===== src/rtl/msi_pkg.sv =====
// Package with shared codes and widths for the sample interpolator.
package msi_pkg;
   localparam logic [1:0] FUNC_CLEAR = 2'd0;
   localparam logic [1:0] FUNC_PUSH  = 2'd1;
   localparam logic [1:0] FUNC_QUERY = 2'd2;
   localparam logic [1:0] STAT_OK    = 2'd0;
   localparam logic [1:0] STAT_FULL  = 2'd1;
   localparam logic [1:0] STAT_EMPTY = 2'd2;
   localparam int unsigned IDX_W = 7;
   localparam int unsigned JNT_W = 4;
   localparam int unsigned FRAC_W = 16;
endpackage


===== src/rtl/msi_lerp.sv =====
// Lerp unit: registered difference times the fraction, plus the base value.
module msi_lerp
   import msi_pkg::*;
(
   input  logic                     clock,
   input  logic signed [31:0]       a_val,
   input  logic signed [31:0]       b_val,
   input  logic [FRAC_W-1:0]        frac,
   output logic signed [31:0]       result
);
   logic signed [32:0] diff_ff;
   logic signed [31:0] base_ff;
   logic [FRAC_W-1:0]  frac_ff;
   logic signed [49:0] prod;

   // First stage registers the difference; second stage multiplies and adds.
   always_ff @(posedge clock) begin
      diff_ff <= 33'(b_val) - 33'(a_val);
      base_ff <= a_val;
      frac_ff <= frac;
   end

   // Arithmetic shift floors toward minus infinity, as required.
   assign prod   = 50'(diff_ff) * $signed({34'd0, frac_ff});
   assign result = base_ff + 32'(prod >>> FRAC_W);
endmodule


===== config.mk =====
export PLATFORM = sky130hd
export DESIGN_NAME = msi_lerp
export DESIGN_NICKNAME = d
export VERILOG_FILES = /design/src/rtl/msi_pkg.sv /design/src/rtl/msi_lerp.sv
export SDC_FILE = /design/constraint.sdc
export NUM_CORES = 1
export LEC_CHECK = 0
export BUFFER_PORTS_ARGS = -buffer_cell sky130_fd_sc_hd__clkbuf_2
export CAP_MARGIN = 20
export CORE_ASPECT_RATIO = 0.7
export CORE_MARGIN = 8
export CORE_UTILIZATION = 50
export DETAILED_ROUTE_END_ITERATION = 16
export PLACE_DENSITY_LB_ADDON = 0.15
export SYNTH_ARGS = -nofsm -noshare
export SYNTH_HDL_FRONTEND = slang
export SYNTH_SLANG_ARGS = --single-unit

===== constraint.sdc =====
create_clock -name clock -period 11.15 [get_ports clock]
set_clock_uncertainty 0.2 [all_clocks]
set_input_delay 0.5575 -clock clock [delete_from_list [all_inputs] [get_ports clock]]
set_output_delay 0.5575 -clock clock [all_outputs]
set_load 0.02 [all_outputs]

# --- After elaboration in Yosys (flattened, before gate mapping) ---
# Cells that the tools add are included.
word_totals:
  mem_bits_ro: 0
  ff_bits: 81
  out_inout_bits: 32
  n_memories: 0
  latchBits: 0
  mem_bits_rw: 0
op_classes:
  muxes: 0
  n_addsub: 2
  bitwise_logic: 0
  shift: 0
  n_reduce_logical: 0
  mul: 1
  div_mod_pow: 0
  magnitude_cmp: 0
  n_eq_ne: 0
op_table:
  columns: ["operator", "n"]
  rows:
  - ["$mul A33 B17 Y48", 1]
  - ["$sub A32 B32 Y33", 1]
  - ["$add A32 B32 Y32", 1]

# --- Longest topological paths before layout ---
depth:
  word_depth: 2
  mapped_depth: 37
  ltp_nobuf: 36

# --- Worst setup path before layout ---
# Ideal clock, no wire load.
synth_timing:
  kind: "reg-to-output"
  start: "register diff_ff[19]"
  end: "output port result[31]"
  stages_incl_launch_ff: 32
  required_ns: 10.393
  arrival_ns: 7.817
  setup_slack_ns: 2.575
  n_path_buf: 1
  path_cell_list: "dfxtp_1 > clkbuf_1 > nand2_1 > fa_1 > fa_1 > fa_1 > inv_1 > fa_1 > fa_1 > inv_1 > fa_1 > inv_1 > ha_1 > a21oi_1 > o21ai_1 > a211oi_1 > nand4_1 > nand2_1 > o21ai_1 > a211oi_1 > o21ai_1 > a21oi_1 > xnor2_1 > ha_1 > a21oi_1 > o211a_1 > o21ai_1 > a31oi_1 > o21bai_1 > nand2_1 > a21oi_1 > xnor3_1"
synth_between:
  elab_chain_cells: 2
synth_rtl:
  columns: ["item", "line_no", "source"]
  rows:
  - ["from (decl)", "msi_lerp.sv:11", "logic signed [32:0] diff_ff;"]
  - ["from (signal assigned)", "msi_lerp.sv:18", "diff_ff <= 33'(b_val) - 33'(a_val);"]
  - ["$mul A33 B17 Y48", "msi_lerp.sv:24", "assign prod = 50'(diff_ff) * $signed({34'd0, frac_ff});"]
  - ["$add A32 B32 Y32", "msi_lerp.sv:25", "assign result = base_ff + 32'(prod >>> FRAC_W);"]
  - ["to (decl)", "msi_lerp.sv:9", "output logic signed [31:0] result"]
# No other way between the ends.

# --- Final worst setup path ---
layout_timing:
  start: "register frac_ff[8]"
  end: "output port result[31]"
layout_between:
  elab_chain_cells: 2
layout_rtl:
  columns: ["item", "line_no", "source"]
  rows:
  - ["from (decl)", "msi_lerp.sv:13", "logic [FRAC_W-1:0] frac_ff;"]
  - ["from (signal assigned)", "msi_lerp.sv:20", "frac_ff <= frac;"]
  - ["$mul A33 B17 Y48", "msi_lerp.sv:24", null]
  - ["$add A32 B32 Y32", "msi_lerp.sv:25", null]
# No other way between the ends.

==> results.yml <==
cts:
  clock_sinks: 81
  root_buffer: "clkbuf_16"
  cts_setup_buffers: 0
  hold_buffers: 0
  clk_pin_slew_ps: 70
  cts_tree: "done"
  htreeDepth: 3
  cts_buffers: 9
  post_cts_resized: 0
  clk_path_buf_depth: 2
synth:
  ys_ff_latch: 81
  syn-num-nets: 3234
  synthTopCellsByArea: "fa_1 45%, inv_1 11%, ha_1 10%"
  yosys.area.top_type: "fa_1"
  avgSynthCellArea_um2: 8.84
  synth_seq_area_share_pct: 7.39
  synthArstFlopShare_pct: 0
  synth_top_cell_area_share_pct: 44.8
  synth.distinct_cells: 55
  synth_edf_count: 0
  netlist_instances: 2485
  yosysWarnings: 0
  synth_area_um2: 22000
  ys.flop_type: "dfxtp_1"
grt:
  grt_max_degree: 34
  grt_pass1_vias: 17900
  grt_use_total_pct: 24.6
  antenna_found_initial: 1
  grt_pass1_wl_um: 97600
  grt-ovfl-total: 0
route:
  drc: 0
  vias: 16300
  wl_um: 58500
  route.detailed.wl_per_inst_um: 18.5
  ant_nets: 0
  drt_iter0_markers: 1165
  drt-vias-per-instance: 5.14
  drt_first_pass_iters: 7
worst_setup_path:
  cp_slowest_stage_delay_ps: 930
  worstSetupPathType: "reg -> out"
  crit_path_frequent_cell: "fa_1"
  cp_data_required_time_ps: 10390
  end_kind: "output port"
  crit_slowest_cell: "dfxtp_1"
  cp_data_arrival_time_ps: 9840
  path_max_fanout: 14
  startpoint_type: "flop"
job:
  maxCapViolations: 0
sta:
  hold_violations: 0
  slew_viol_final: 0
  setup_violations: 0
  slew_headroom_pct: 34.1
  finalCritPeriodShare_pct: 95.0
  min_period_ps: 10600
  rsz0062_at_grt: "no"
  tightest_slew_ps: 973
  fmax_ghz: 0.0944
  tns_ps: 0
placed_design:
  port-buffer-count: 112
  hpwl_um: 49400
  gp_congestion: 0.917
min_path:
  holdCritPathClass: "in -> reg"
floorplanning:
  design.core.area_um2: 43500
  row_count: 64
  initial_core_util_pct: 50.5
  die_h_um: 191
  die_area_um2: 51000
  pin_count: 113
  die_w_um: 266
finish:
  mostFrequentLayoutCells: "625 x inv_1, 491 x fa_1, 359 x nand2_1"
  layout-drive-gt1-share_pct: 7.31
  syn_to_final_growth_pct: 7.23
  antenna-diode-count: 0
  final_common_cell: "inv_1"
  fin_nets: 3315
  nFillCells: 4059
run_status:
  status: "complete, no violations"
==> cells by family (layout without fill, tap and decap cells) <==
kind of cell               count (synthesis)  count (layout)  synth area share (%)
xor gates and xnor gates                  89              89                  3.61
AOI/OAI and AO/OA                        226             226                  6.66
adders and majority gates                668             668                  54.9
and+or+nand+nor                          713             713                  15.4
DFF                                       81              81                  7.39
buffers and inverters                    708             794                  12.1
==> metal layers <==
layer	global-route usage [%]	part of all wire, %	wire length, um	vias up
met3	6.37	8.5	4960	68
met5	0	0	0	-
li1	-	-	-	7488
met2	36.0	42	24500	557
met1	36.3	48	28100	8147
met4	4.96	1.5	906	0
==> synth_stat cells, types with 7 or more instances <==
cell type / instances
nand3_1: 16
xor2_1: 25
clkbuf_1: 83
xnor2_1: 63
a21o_1: 35
nor3_1: 21
and2_1: 200
o21ai_1: 19
nand2_1: 359
o21ai_0: 22
a31oi_1: 7
nor2b_1: 14
nand4_1: 9
o21a_1: 16
ha_1: 177
and3_1: 7
nor2_1: 62
o21bai_1: 14
a21oi_1: 68
dfxtp_1: 81
nand2b_1: 7
fa_1: 491
inv_1: 625
a211oi_1: 14
==> through the flow <==
step / hold WS, ps / std cells / worst slack, ps / instance area (um^2) / utilization, %
2_1_floorplan: 385 / 2485 / 2580 / 22000 / -
3_5_place_dp: 461 / 3149 / 937 / 23300 / 53.5
4_1_cts: 38.1 / 3165 / 488 / 23500 / 54.1
5_1_grt: 59.8 / 3165 / 24.3 / 23500 / 54.1
6_report: 71.4 / 3165 / 553 / 23500 / 54.1
3_3_place_gp: 463 / 3149 / 1060 / 23300 / 53.5
==> path summary, 6_finish.rpt <==
| check | start | endpoint | slack (ps) | cells past startpoint |
|---|---|---|---|---|
| setup / recovery | frac_ff[8] | result[31] | 550 | 32 |
| hold / removal | frac[14] | frac_ff[14] | 70 | 1 |
==> worst max-delay path: cells and delay by family (launching register included) <==
kind	cells	cell delay [ps]
adder cells (fa/ha/maj)	8	3650
flip-flops	1	930
AND/OR/NAND/NOR	9	1620
XOR/XNOR	2	700
AO/OA/AOI/OAI	9	2190
buffers and inverters	4	360
==> state kept, by name, summed over array words and instances, names as in the netlist <==
register	count
diff_ff	33
frac_ff	16
base_ff	32
==> area by class of cell <==
cell class | count | area (um^2) | share of cell area [%]
Multi-Input combinational cell | 1696 | 17700 | 75.1
Clock inverter | 3 | 25.0 | 0.106
Sequential cell | 81 | 1630 | 6.94
Clock buffer | 13 | 250 | 1.06
Tap cell | 594 | 743 | 3.16
Timing Repair Buffer | 153 | 868 | 3.69
Inverter | 625 | 2350 | 9.96
Power is left out: the tool's default activity adds up to more than one toggle a clock period on the data nets, which glitch-free logic cannot reach.
